File: config.mk
export PLATFORM = sky130hd
export DESIGN_NAME = matrix_multiply_engine
export DESIGN_NICKNAME = d
export VERILOG_FILES = /design/src/rtl/mme_pkg.sv /design/src/rtl/mme_ram.sv /design/src/rtl/mme_mac.sv /design/src/rtl/matrix_multiply_engine.sv
export SDC_FILE = /design/constraint.sdc
export NUM_CORES = 2
export LEC_CHECK = 0
export BUFFER_PORTS_ARGS = -buffer_cell sky130_fd_sc_hd__buf_2
export CORE_UTILIZATION = 45
export CTS_CLUSTER_DIAMETER = 80
export DETAILED_ROUTE_END_ITERATION = 10
export GPL_TIMING_DRIVEN = 0
export PLACE_DENSITY = 0.67
export SYNTH_ARGS = -nofsm -noshare
export SYNTH_HDL_FRONTEND = slang
export SYNTH_SLANG_ARGS = --single-unit
File: constraint.sdc
create_clock -name clk -period 6.8 [get_ports clk]
set_input_delay 1.02 -clock clk [delete_from_list [all_inputs] [get_ports clk]]
set_output_delay 1.02 -clock clk [all_outputs]
set_load 0.03 [all_outputs]
File: src/rtl/mme_pkg.sv
`timescale 1ns / 1ps
// ---------------------------------------------------------------------------
// mme_pkg
// shared types and constants for the matrix multiply engine
// ---------------------------------------------------------------------------
package mme_pkg;

  localparam int MAX_DIM   = 8;
  localparam int IDX_W     = 3;
  localparam int ADDR_W    = 2 * IDX_W;
  localparam int DEPTH     = MAX_DIM * MAX_DIM;
  localparam int ELEM_W    = 16;
  localparam int PROD_W    = 2 * ELEM_W;
  localparam int SUM_W     = 35;
  localparam int DIMREG_W  = 4;
  localparam int CFGIDX_W  = 3;
  localparam int CMD_W     = 2;
  localparam int STAT_W    = 2;

  localparam logic [CMD_W-1:0] CMD_LOAD_A  = 2'd0;
  localparam logic [CMD_W-1:0] CMD_LOAD_B  = 2'd1;
  localparam logic [CMD_W-1:0] CMD_COMPUTE = 2'd2;

  localparam logic [STAT_W-1:0] ST_OK       = 2'd0;
  localparam logic [STAT_W-1:0] ST_INVALID  = 2'd1;
  localparam logic [STAT_W-1:0] ST_BAD_DIMS = 2'd2;

  localparam logic [CFGIDX_W-1:0] REG_A_ROWS = 3'd0;
  localparam logic [CFGIDX_W-1:0] REG_A_COLS = 3'd1;
  localparam logic [CFGIDX_W-1:0] REG_B_ROWS = 3'd2;
  localparam logic [CFGIDX_W-1:0] REG_B_COLS = 3'd3;
  localparam logic [CFGIDX_W-1:0] REG_C_ROWS = 3'd4;
  localparam logic [CFGIDX_W-1:0] REG_C_COLS = 3'd5;

  typedef enum logic [1:0] {
    S_IDLE,
    S_RUN,
    S_DRAIN
  } state_t;

  // control that travels with each read pair through the datapath
  typedef struct packed {
    logic             first;
    logic             last_k;
    logic             last_elem;
    logic [IDX_W-1:0] row;
    logic [IDX_W-1:0] col;
  } tag_t;

  function automatic logic dim_ok(input logic [DIMREG_W-1:0] d);
    dim_ok = (d != '0) && (d <= DIMREG_W'(MAX_DIM));
  endfunction

endpackage

File: src/rtl/mme_ram.sv
`timescale 1ns / 1ps
// ---------------------------------------------------------------------------
// mme_ram
// element store, one write port and one registered read port
// ---------------------------------------------------------------------------
module mme_ram (
  input  logic                              clk,
  input  logic                              we,
  input  logic [mme_pkg::ADDR_W-1:0]        waddr,
  input  logic signed [mme_pkg::ELEM_W-1:0] wdata,
  input  logic [mme_pkg::ADDR_W-1:0]        raddr,
  output logic signed [mme_pkg::ELEM_W-1:0] rdata
);

  logic signed [mme_pkg::ELEM_W-1:0] mem [mme_pkg::DEPTH];

  always_ff @(posedge clk) begin
    if (we) begin
      mem[waddr] <= wdata;
    end
  end

  always_ff @(posedge clk) begin
    rdata <= mem[raddr];
  end

endmodule

File: src/rtl/mme_mac.sv
`timescale 1ns / 1ps
// ---------------------------------------------------------------------------
// mme_mac
// multiply stage then accumulate stage; emits a sum on the last term
// ---------------------------------------------------------------------------
module mme_mac (
  input  logic                              clk,
  input  logic                              rst_n,
  input  logic                              in_vld,
  input  mme_pkg::tag_t                     in_tag,
  input  logic signed [mme_pkg::ELEM_W-1:0] a_data,
  input  logic signed [mme_pkg::ELEM_W-1:0] b_data,
  output logic                              res_vld,
  output mme_pkg::tag_t                     res_tag,
  output logic signed [mme_pkg::SUM_W-1:0]  res_sum
);

  logic                              mul_vld_r;
  mme_pkg::tag_t                     mul_tag_r;
  logic signed [mme_pkg::PROD_W-1:0] prod_r;

  logic                              acc_vld_r, acc_vld_nxt;
  mme_pkg::tag_t                     acc_tag_r;
  logic signed [mme_pkg::SUM_W-1:0]  acc_r, acc_nxt;
  logic signed [mme_pkg::SUM_W-1:0]  prod_ext;

  always_ff @(posedge clk) begin
    if (!rst_n) begin
      mul_vld_r <= 1'b0;
    end else begin
      mul_vld_r <= in_vld;
    end
  end

  always_ff @(posedge clk) begin
    mul_tag_r <= in_tag;
    prod_r    <= a_data * b_data;
  end

  assign prod_ext    = mme_pkg::SUM_W'(prod_r);
  assign acc_nxt     = mul_tag_r.first ? prod_ext : acc_r + prod_ext;
  assign acc_vld_nxt = mul_vld_r && mul_tag_r.last_k;

  always_ff @(posedge clk) begin
    if (!rst_n) begin
      acc_vld_r <= 1'b0;
    end else begin
      acc_vld_r <= acc_vld_nxt;
    end
  end

  always_ff @(posedge clk) begin
    if (mul_vld_r) begin
      acc_r     <= acc_nxt;
      acc_tag_r <= mul_tag_r;
    end
  end

  assign res_vld = acc_vld_r;
  assign res_tag = acc_tag_r;
  assign res_sum = acc_r;

endmodule

File: src/rtl/matrix_multiply_engine.sv
`timescale 1ns / 1ps
// ---------------------------------------------------------------------------
// matrix_multiply_engine
// fixed point dense matrix multiply over two 8x8 element stores
// ---------------------------------------------------------------------------
// Loads never raise busy, so a load word can be issued every cycle while
// busy is low. A compute word whose dimensions fail the checks gives its
// single error word on out_valid in the cycle after acceptance. A good
// compute holds busy high until its final word is on out_valid: one pair
// of store reads per cycle feeds a single multiply-accumulate pipeline,
// and the C elements come out in row-major order, each once the last of
// its a_cols terms is summed. Each result word is valid for exactly one
// cycle and cannot be held off.
module matrix_multiply_engine (
  input  logic                                 clk,
  input  logic                                 rst_n,

  input  logic                                 cfg_we,
  input  logic [mme_pkg::CFGIDX_W-1:0]         cfg_index,
  input  logic [mme_pkg::DIMREG_W-1:0]         cfg_data,

  input  logic                                 start,
  output logic                                 busy,
  input  logic [mme_pkg::CMD_W-1:0]            in_command,
  input  logic [mme_pkg::IDX_W-1:0]            in_row_index,
  input  logic [mme_pkg::IDX_W-1:0]            in_col_index,
  input  logic signed [mme_pkg::ELEM_W-1:0]    in_element,

  output logic                                 out_valid,
  output logic [mme_pkg::STAT_W-1:0]           out_status,
  output logic [mme_pkg::IDX_W-1:0]            out_row,
  output logic [mme_pkg::IDX_W-1:0]            out_col,
  output logic signed [mme_pkg::SUM_W-1:0]     out_product,
  output logic                                 out_last
);

  logic [mme_pkg::DIMREG_W-1:0] a_rows_r, a_cols_r, b_rows_r, b_cols_r, c_rows_r, c_cols_r;

  mme_pkg::state_t state_r, state_nxt;
  logic [mme_pkg::IDX_W-1:0] i_r, j_r, k_r;
  logic [mme_pkg::IDX_W-1:0] i_nxt, j_nxt, k_nxt;

  logic accept, do_compute, dims_invalid, dims_bad, dims_err, issue;
  logic last_i, last_j, last_k;
  logic we_a, we_b;

  logic                              iss_v_r;
  mme_pkg::tag_t                     iss_tag_r, iss_tag;
  logic signed [mme_pkg::ELEM_W-1:0] a_rd, b_rd;

  logic                              mac_vld;
  mme_pkg::tag_t                     mac_tag;
  logic signed [mme_pkg::SUM_W-1:0]  mac_sum;

  logic                              out_valid_r, out_valid_nxt;
  logic [mme_pkg::STAT_W-1:0]        out_status_r;
  logic [mme_pkg::IDX_W-1:0]         out_row_r, out_col_r;
  logic signed [mme_pkg::SUM_W-1:0]  out_product_r;
  logic                              out_last_r;

  // configuration registers
  always_ff @(posedge clk) begin
    if (!rst_n) begin
      a_rows_r <= mme_pkg::DIMREG_W'(1);
      a_cols_r <= mme_pkg::DIMREG_W'(1);
      b_rows_r <= mme_pkg::DIMREG_W'(1);
      b_cols_r <= mme_pkg::DIMREG_W'(1);
      c_rows_r <= mme_pkg::DIMREG_W'(1);
      c_cols_r <= mme_pkg::DIMREG_W'(1);
    end else if (cfg_we) begin
      case (cfg_index)
        mme_pkg::REG_A_ROWS: a_rows_r <= cfg_data;
        mme_pkg::REG_A_COLS: a_cols_r <= cfg_data;
        mme_pkg::REG_B_ROWS: b_rows_r <= cfg_data;
        mme_pkg::REG_B_COLS: b_cols_r <= cfg_data;
        mme_pkg::REG_C_ROWS: c_rows_r <= cfg_data;
        mme_pkg::REG_C_COLS: c_cols_r <= cfg_data;
        default: ;
      endcase
    end
  end

  assign accept     = start && !busy;
  assign do_compute = accept && (in_command == mme_pkg::CMD_COMPUTE);
  assign we_a       = accept && (in_command == mme_pkg::CMD_LOAD_A);
  assign we_b       = accept && (in_command == mme_pkg::CMD_LOAD_B);

  assign dims_invalid = !mme_pkg::dim_ok(a_rows_r) || !mme_pkg::dim_ok(a_cols_r) ||
                        !mme_pkg::dim_ok(b_rows_r) || !mme_pkg::dim_ok(b_cols_r) ||
                        !mme_pkg::dim_ok(c_rows_r) || !mme_pkg::dim_ok(c_cols_r);
  assign dims_bad     = (a_cols_r != b_rows_r) || (c_rows_r != a_rows_r) ||
                        (c_cols_r != b_cols_r);
  assign dims_err     = dims_invalid || dims_bad;

  assign last_k = ({1'b0, k_r} == a_cols_r - mme_pkg::DIMREG_W'(1));
  assign last_j = ({1'b0, j_r} == b_cols_r - mme_pkg::DIMREG_W'(1));
  assign last_i = ({1'b0, i_r} == a_rows_r - mme_pkg::DIMREG_W'(1));

  // next state
  always_comb begin
    state_nxt = state_r;
    case (state_r)
      mme_pkg::S_IDLE: begin
        if (do_compute && !dims_err) begin
          state_nxt = mme_pkg::S_RUN;
        end
      end
      mme_pkg::S_RUN: begin
        if (last_i && last_j && last_k) begin
          state_nxt = mme_pkg::S_DRAIN;
        end
      end
      mme_pkg::S_DRAIN: begin
        if (mac_vld && mac_tag.last_elem) begin
          state_nxt = mme_pkg::S_IDLE;
        end
      end
      default: state_nxt = mme_pkg::S_IDLE;
    endcase
  end

  // state outputs
  always_comb begin
    busy  = 1'b0;
    issue = 1'b0;
    case (state_r)
      mme_pkg::S_IDLE:  busy = 1'b0;
      mme_pkg::S_RUN: begin
        busy  = 1'b1;
        issue = 1'b1;
      end
      mme_pkg::S_DRAIN: busy = 1'b1;
      default:          busy = 1'b0;
    endcase
  end

  // k innermost, then j, then i
  always_comb begin
    i_nxt = i_r;
    j_nxt = j_r;
    k_nxt = k_r;
    if (!issue) begin
      i_nxt = '0;
      j_nxt = '0;
      k_nxt = '0;
    end else if (!last_k) begin
      k_nxt = k_r + 1'b1;
    end else begin
      k_nxt = '0;
      if (!last_j) begin
        j_nxt = j_r + 1'b1;
      end else begin
        j_nxt = '0;
        i_nxt = i_r + 1'b1;
      end
    end
  end

  always_ff @(posedge clk) begin
    if (!rst_n) begin
      state_r <= mme_pkg::S_IDLE;
      i_r     <= '0;
      j_r     <= '0;
      k_r     <= '0;
      iss_v_r <= 1'b0;
    end else begin
      state_r <= state_nxt;
      i_r     <= i_nxt;
      j_r     <= j_nxt;
      k_r     <= k_nxt;
      iss_v_r <= issue;
    end
  end

  always_comb begin
    iss_tag.first     = (k_r == '0);
    iss_tag.last_k    = last_k;
    iss_tag.last_elem = last_i && last_j;
    iss_tag.row       = i_r;
    iss_tag.col       = j_r;
  end

  // tag lines up with the registered read data
  always_ff @(posedge clk) begin
    iss_tag_r <= iss_tag;
  end

  mme_ram u_a_store (
    .clk   (clk),
    .we    (we_a),
    .waddr ({in_row_index, in_col_index}),
    .wdata (in_element),
    .raddr ({i_r, k_r}),
    .rdata (a_rd)
  );

  mme_ram u_b_store (
    .clk   (clk),
    .we    (we_b),
    .waddr ({in_row_index, in_col_index}),
    .wdata (in_element),
    .raddr ({k_r, j_r}),
    .rdata (b_rd)
  );

  mme_mac u_mac (
    .clk     (clk),
    .rst_n   (rst_n),
    .in_vld  (iss_v_r),
    .in_tag  (iss_tag_r),
    .a_data  (a_rd),
    .b_data  (b_rd),
    .res_vld (mac_vld),
    .res_tag (mac_tag),
    .res_sum (mac_sum)
  );

  // output word register: mac result, else error word straight from accept
  assign out_valid_nxt = (do_compute && dims_err) || mac_vld;

  always_ff @(posedge clk) begin
    if (!rst_n) begin
      out_valid_r <= 1'b0;
    end else begin
      out_valid_r <= out_valid_nxt;
    end
  end

  always_ff @(posedge clk) begin
    if (mac_vld) begin
      out_status_r  <= mme_pkg::ST_OK;
      out_row_r     <= mac_tag.row;
      out_col_r     <= mac_tag.col;
      out_product_r <= mac_sum;
      out_last_r    <= mac_tag.last_elem;
    end else if (do_compute && dims_err) begin
      out_status_r  <= dims_invalid ? mme_pkg::ST_INVALID : mme_pkg::ST_BAD_DIMS;
      out_row_r     <= '0;
      out_col_r     <= '0;
      out_product_r <= '0;
      out_last_r    <= 1'b1;
    end
  end

  assign out_valid   = out_valid_r;
  assign out_status  = out_status_r;
  assign out_row     = out_row_r;
  assign out_col     = out_col_r;
  assign out_product = out_product_r;
  assign out_last    = out_last_r;

  // error words are always single and final
  a_err_last: assert property (@(posedge clk) disable iff (!rst_n)
    (out_valid && out_status != mme_pkg::ST_OK) |-> out_last)
    else $error("error word without last");

  // nothing left in flight once the sequencer is back to idle
  a_idle_empty: assert property (@(posedge clk) disable iff (!rst_n)
    (state_r == mme_pkg::S_IDLE) |-> (!iss_v_r && !mac_vld))
    else $error("read pipeline not empty in idle");

  // end of a compute coincides with its final word
  a_done_last: assert property (@(posedge clk) disable iff (!rst_n)
    $fell(busy) |-> (out_valid && out_last))
    else $error("busy dropped without final word");

endmodule
Word level (Yosys, flattened, before mapping)

Memory sizes are Yosys's and may differ from the RTL's. A register that Yosys moved wholly into a read port is not among the register bits.
Cells that the tools add are included.

Bits in registers: 175
RAM bits: 2048
Output and inout port bits: 46
Memories: 2

$add $sub $neg: 7
Multiply operators: 1
Magnitude comparators: 6
Equality and inequality tests: 18
Multiplexer cells: 20
Bitwise gates (word level): 2
Reduce and logical (&&, ||, !) cells: 55

Memory list:

| name          | depth | bits a word | rd ports | clocked after Yosys merged registers in | wr ports | line          | source |
|---|---|---|---|---|---|---|---|
| u_a_store.mem | 64    | 16          | 1        | 1                                       | 1        | mme_ram.sv:15 | `logic signed [mme_pkg::ELEM_W-1:0] mem [mme_pkg::DEPTH];` |
| u_b_store.mem | 64    | 16          | 1        | 1                                       | 1        | mme_ram.sv:15 |  |

Operators by type and width:

| kind                | count |
|---|---|
| $mux 35             | 3 |
| $add 35x32->35      | 1 |
| $mul 16x16->32      | 1 |
| $le 4x4->1 const B  | 6 |
| $reduce_bool 4->1   | 6 |
| $logic_and 1x1->1   | 16 |
| $reduce_and 2->1    | 8 |
| $eq 3x4->1          | 3 |
| $mux 3              | 4 |
| $ne 4x4->1          | 3 |
| $sub 4x1->4 const B | 3 |
| $add 3x1->3 const B | 3 |
| $logic_or 1x1->1    | 9 |
| $logic_not 1->1     | 8 |
| $mux 1              | 8 |
| $mux 2              | 4 |
| $eq 3x2->1 const B  | 2 |
| $eq 3x3->1 const B  | 2 |
| $logic_not 3->1     | 2 |
| $ne 2x2->1 const B  | 3 |
| $pmux 2 s3          | 1 |
| $eq 2x1->1 const B  | 2 |
| $eq 2x2->1 const B  | 2 |
| $logic_not 2->1     | 2 |
| other kinds (6)     | 7 |

Depth between registers and ports, before layout

Depth after elaboration: 13
Depth in mapped cells: 23

By module

A second synthesis with hierarchy kept.

Cell total of the unflattened synthesis: 5526
Area total of the unflattened synthesis: 98406.9 um2

By module, submodules not included:

| module                 | times used | cells each | area each (um2) | sequential area each (um2) |
|---|---|---|---|---|
| mme_ram                | 2          | 1829       | 40042.2         | 31069.8 |
| mme_mac                | 1          | 1539       | 14432.6         | 2182.1 |
| matrix_multiply_engine | 1          | 329        | 3890.0          | 2222.1 |

Least setup slack after synthesis

Ideal clock, no wire load.

Kind: register to register
From: reg u_b_store.rdata[7] (netlist name) (read register of u_b_store.mem)
To: reg u_mac.prod_r[28] (netlist name)
Setup time: 0.072 ns
Arrival time: 5.869 ns
Data required time: 6.728 ns
Path slack: 0.859 ns
Cell stages (with the launch flop): 22
Period minus slack after synthesis: 5.941 ns
Cell sequence: dfxtp_1 -> clkbuf_1 -> nand2_1 -> fa_1 -> inv_1 -> fa_1 -> inv_1 -> fa_1 -> inv_1 -> fa_1 -> fa_1 -> inv_1 -> fa_1 -> inv_1 -> ha_1 -> and2_1 -> a221o_1 -> a31oi_4 -> a21oi_2 -> or4_4 -> a21oi_2 -> xnor2_1

Word-level cells in the longest chain between the ends: 1

RTL lines:

| element              | line          | source |
|---|---|---|
| start, declared      | mme_ram.sv:12 | `output logic signed [mme_pkg::ELEM_W-1:0] rdata` |
| $mul 16x16->32       | mme_mac.sv:37 | `prod_r <= a_data * b_data;` |
| end signal, assigned | mme_mac.sv:37 |  |
| end, declared        | mme_mac.sv:20 | `logic signed [mme_pkg::PROD_W-1:0] prod_r;` |

No other way between the ends.
A chain may end at the register's enable or synchronous reset.

Worst setup path after layout

From: reg u_a_store.rdata[2] (netlist name) (read register of u_a_store.mem)
To: reg u_mac.prod_r[28] (netlist name)

Word-level cells in the longest chain between the ends: 1

RTL lines:

| element         | line |
|---|---|
| start, declared | mme_ram.sv:12 |
| $mul 16x16->32  | mme_mac.sv:37 |

No other way between the ends.

==> summary.txt <==
Status
  – Status: finished with violations
  – Failing checks: capacitance limit, slew limit

Cells and area
  – Finished Core Util: 51.4%
  – Area delta synth->final: 13.1%
  – Nets@finish: 5718
  – Register area: 66500 um^2
  – Fill count: 16644
  – Ratio of cells with drive above 1 in the final layout: 24.6%
  – Multi-input gate area: 28300 um^2

Floorplanning
  – I/O pin count: 81
  – Core area: 213000 um^2
  – Starting density of the core: 45.4%
  – Std-Cell Rows: 169
  – Die width: 465 um
  – Die area: 217000 um^2
  – Die Height: 465 um

Timing
  – Slew @ Worst Pin: 1540 ps
  – Crit share post-route: 96.7%
  – Max_slew headroom: -2.91%
  – RSZ-0062 raised after global routing: no
  – Slew Viols, Final: 18
  – Crit path time final: 6580 ps
  – Setup TNS: 0 ps
  – Clock Skew: 40.7 ps
  – Maximum clock frequency: 0.152 GHz
  – Final setup viols: 0
  – Final Hold Vio Count: 0

Min path
  – HP Class: reg -> reg
  – Hold Path End: u_mac.mul_tag_r[3]
  – Hold path depth: 0
  – Hold Crit Start: iss_tag_r[3]

Global route
  – Grt ovf: 0
  – Global-route wire length before repair: 340 mm
  – Overall routing resource usage: 21.8%
  – Largest net degree at the start of global routing: 97
  – Number of global-route vias before repair: 48632
  – Initial antenna violation count: 44

Setup path
  – Worst Setup Path Type: reg -> reg
  – R2R Setup Slk: 220 ps
  – Worst Path Buf+Inv: 4
  – Crit path max-delay family: adder cells
  – Worst EP arrival: 7370 ps
  – CP Launch Type: flop
  – Slowest stage delay, CP: 560 ps
  – CP Capture Type: flop
  – Worst-path cell chain: clkbuf_1 > nand2_1 > fa_1 > fa_1 > inv_1 > fa_1 > fa_1 > fa_1 > inv_1 > fa_1 > inv_1 > ha_1 > and2_1 > a221o_1 > a31oi_4 > a21oi_2 > or4_4 > a21oi_2 > xnor2_1
  – Crit path required time: 7590 ps
  – Reg2Reg Launch Point: u_a_store.rdata[2]
  – CP max FO: 10
  – Worst reg2reg path depth: 19
  – Critical Path Most Common Cell: fa_1
  – Slowest stage cell, crit path: dfxtp_1
  – R2r endpoint: u_mac.prod_r[28]

Route
  – Detailed-routed wire length on met2: 114 mm
  – Post-DRT Antenna Nets: 0
  – Final WL: 235 mm
  – DR vias: 48308
  – M1 wire length: 94.1 mm
  – Drt wl/cell: 28.3 um
  – Via density: 5.82
  – Iteration-0 DRC Markers: 5358
  – Remaining DRCs: 0
  – DR WL met3: 19.2 mm
  – Top sig layer: met5
  – Initial DRT Pass Iterations: 5

Synth
  – Syn avg cell area: 19.7 um^2
  – Cell taking the most area after synthesis: edfxtp_1
  – Largest cells by area after synthesis: edfxtp_1, mux4_2, fa_1
  – Post-Syn Instances: 4918
  – Synth Area in Simple Gates: 3.51%
  – Synth top cells by count: edfxtp_1, mux4_2, inv_1
  – Post-synth EDFFs: 2132
  – Syn Std Cell Area: 96700 um^2
  – Synth async-reset ratio: 0%
  – Leading register cell type out of synthesis: edfxtp_1
  – Synth cell types: 65
  – Seq/Total Area, Yosys: 68.8%
  – Adder-Cell Fraction of Synth Area: 7.12%
  – Yosys warning total: 0
  – Syn Nets: 5345
  – Top-count cell post-synth: edfxtp_1
  – Yosys top cell area share: 66.2%
  – Yosys reg bits: 2255
  – Main combinational cell family by area after synthesis: multiplexers
  – Mux cell area share after synthesis: 15.9%
  – Synth Area in Compound Gates: 1.55%
  – Post-Synth XOR/XNOR Area: 0.888%

CTS
  – CTS clock-pin slew for the worst setup and hold paths: 60 ps
  – Root buf cell: clkbuf_16
  – Clk Latency, worst-skew pair: 860 ps
  – Max clock buf depth: 3
  – H-tree depth: 4
  – CTS tree: yes
  – Num CTS Buffers: 216
  – CTS sink count: 2255

Power and ir drop
  – PD cells: 409 nW/um^2
  – Worst IR Drop VDD: 0.000875 V
  – Pleak: 0.0357 uW

Placed design
  – DP HPWL: 161 mm
  – Port Buffers: 73
  – RD Place Congestion: 0.907

Job
  – Max-cap violations: 2
==> routing by layer <==
metal / up-vias / GRT usage, %
met2: 2230 / 35.2
met4: 22 / 7.11
li1: 20045 / -
met5: - / 0
met1: 25588 / 30.4
met3: 423 / 3.62
==> through the flow <==
step	power (uW)	cells	worst slack, ps	hold slack (ps)	area, um^2
6_report	44800	8301	224	326	109000
3_3_place_gp	33000	7812	-413	312	101000
5_1_grt	47500	8297	10.8	330	109000
2_1_floorplan	29400	4918	859	310	96700
3_5_place_dp	33300	7894	-494	313	102000
4_1_cts	45000	8292	2.90	328	109000
==> registers in the layout (all words and copies together), names as in the netlist, 7 cells and up <==
name	cells
u_mac.res_sum	35
u_mac.mul_tag_r	9
u_mac.prod_r	32
iss_tag_r	9
u_a_store.rdata	16
out_product	35
u_mac.res_tag	7
u_b_store.mem	1024
u_a_store.mem	1024
u_b_store.rdata	16
==> cell usage in the layout (no fill, tap or decap), types with 30 or more instances in the layout <==
cell type | synthesis | layout
dfxtp_1 | 123 | 119
inv_1 | 329 | 329
fa_1 | 263 | 262
xnor2_1 | 58 | 58
clkbuf_1 | 150 | 190
and2_1 | 167 | 167
clkinv_1 | 0 | 39
buf_8 | 0 | 56
xor2_1 | 40 | 40
ha_1 | 129 | 129
nor2_1 | 171 | 44
buf_2 | 48 | 105
edfxtp_1 | 2132 | 2132
nand2_1 | 210 | 210
clkinv_2 | 0 | 38
a21oi_1 | 57 | 57
mux4_2 | 672 | 672
clkbuf_16 | 0 | 219
a21o_1 | 32 | 32
nor2b_1 | 30 | 30
nor2_2 | 0 | 127
o21ai_0 | 59 | 59
==> power by group <==
group | leakage (uW) | internal (uW) | switching (uW)
Sequential | 0.0202 | 15700 | 184
Combinational | 0.0122 | 7480 | 9710
Clock | 0.00335 | 6480 | 5200
==> logic make-up after synthesis <==
family	after synthesis
AO/OA/AOI/OAI	230
XOR/XNOR	98
AND/OR/NAND/NOR	691
buffers and inverters	556
adder cells (fa/ha/maj)	392
multiplexers	696
flip-flops	2255
==> repair_timing <==
action                                  CTS  global route
setup buffers                             0             0
endpoints found under the setup margin    8             7
hold buffers                              0             0
gates resized for setup                   5            33
==> area by class of cell <==
type / instances / share of cell area (%)
Sequential cell: 2255 / 60.8
Multi-Input combinational cell: 2107 / 25.9
Clock buffer: 281 / 5.26
Tap cell: 2821 / 3.23
Timing Repair Buffer: 155 / 1.75
Inverter: 329 / 1.13
Clock inverter: 117 / 1.03
Buffer: 227 / 0.867
Antenna cell: 9 / 0.0206
==> worst max path at each step <==
stage / from / endpoint / slack [ps] / depth (start not counted)
global placement: u_a_store.rdata[11] / u_mac.prod_r[29] / -410 / 19
CTS: u_a_store.rdata[8] / u_mac.prod_r[29] / 3 / 20
floorplan: u_b_store.rdata[7] / u_mac.prod_r[28] / 860 / 21
detailed placement: u_a_store.rdata[11] / u_mac.prod_r[31] / -490 / 18
finish: u_a_store.rdata[2] / u_mac.prod_r[28] / 220 / 19
global route: u_a_store.rdata[12] / u_mac.prod_r[28] / 10 / 19
Note: power is estimated with default switching activity, not from simulation.
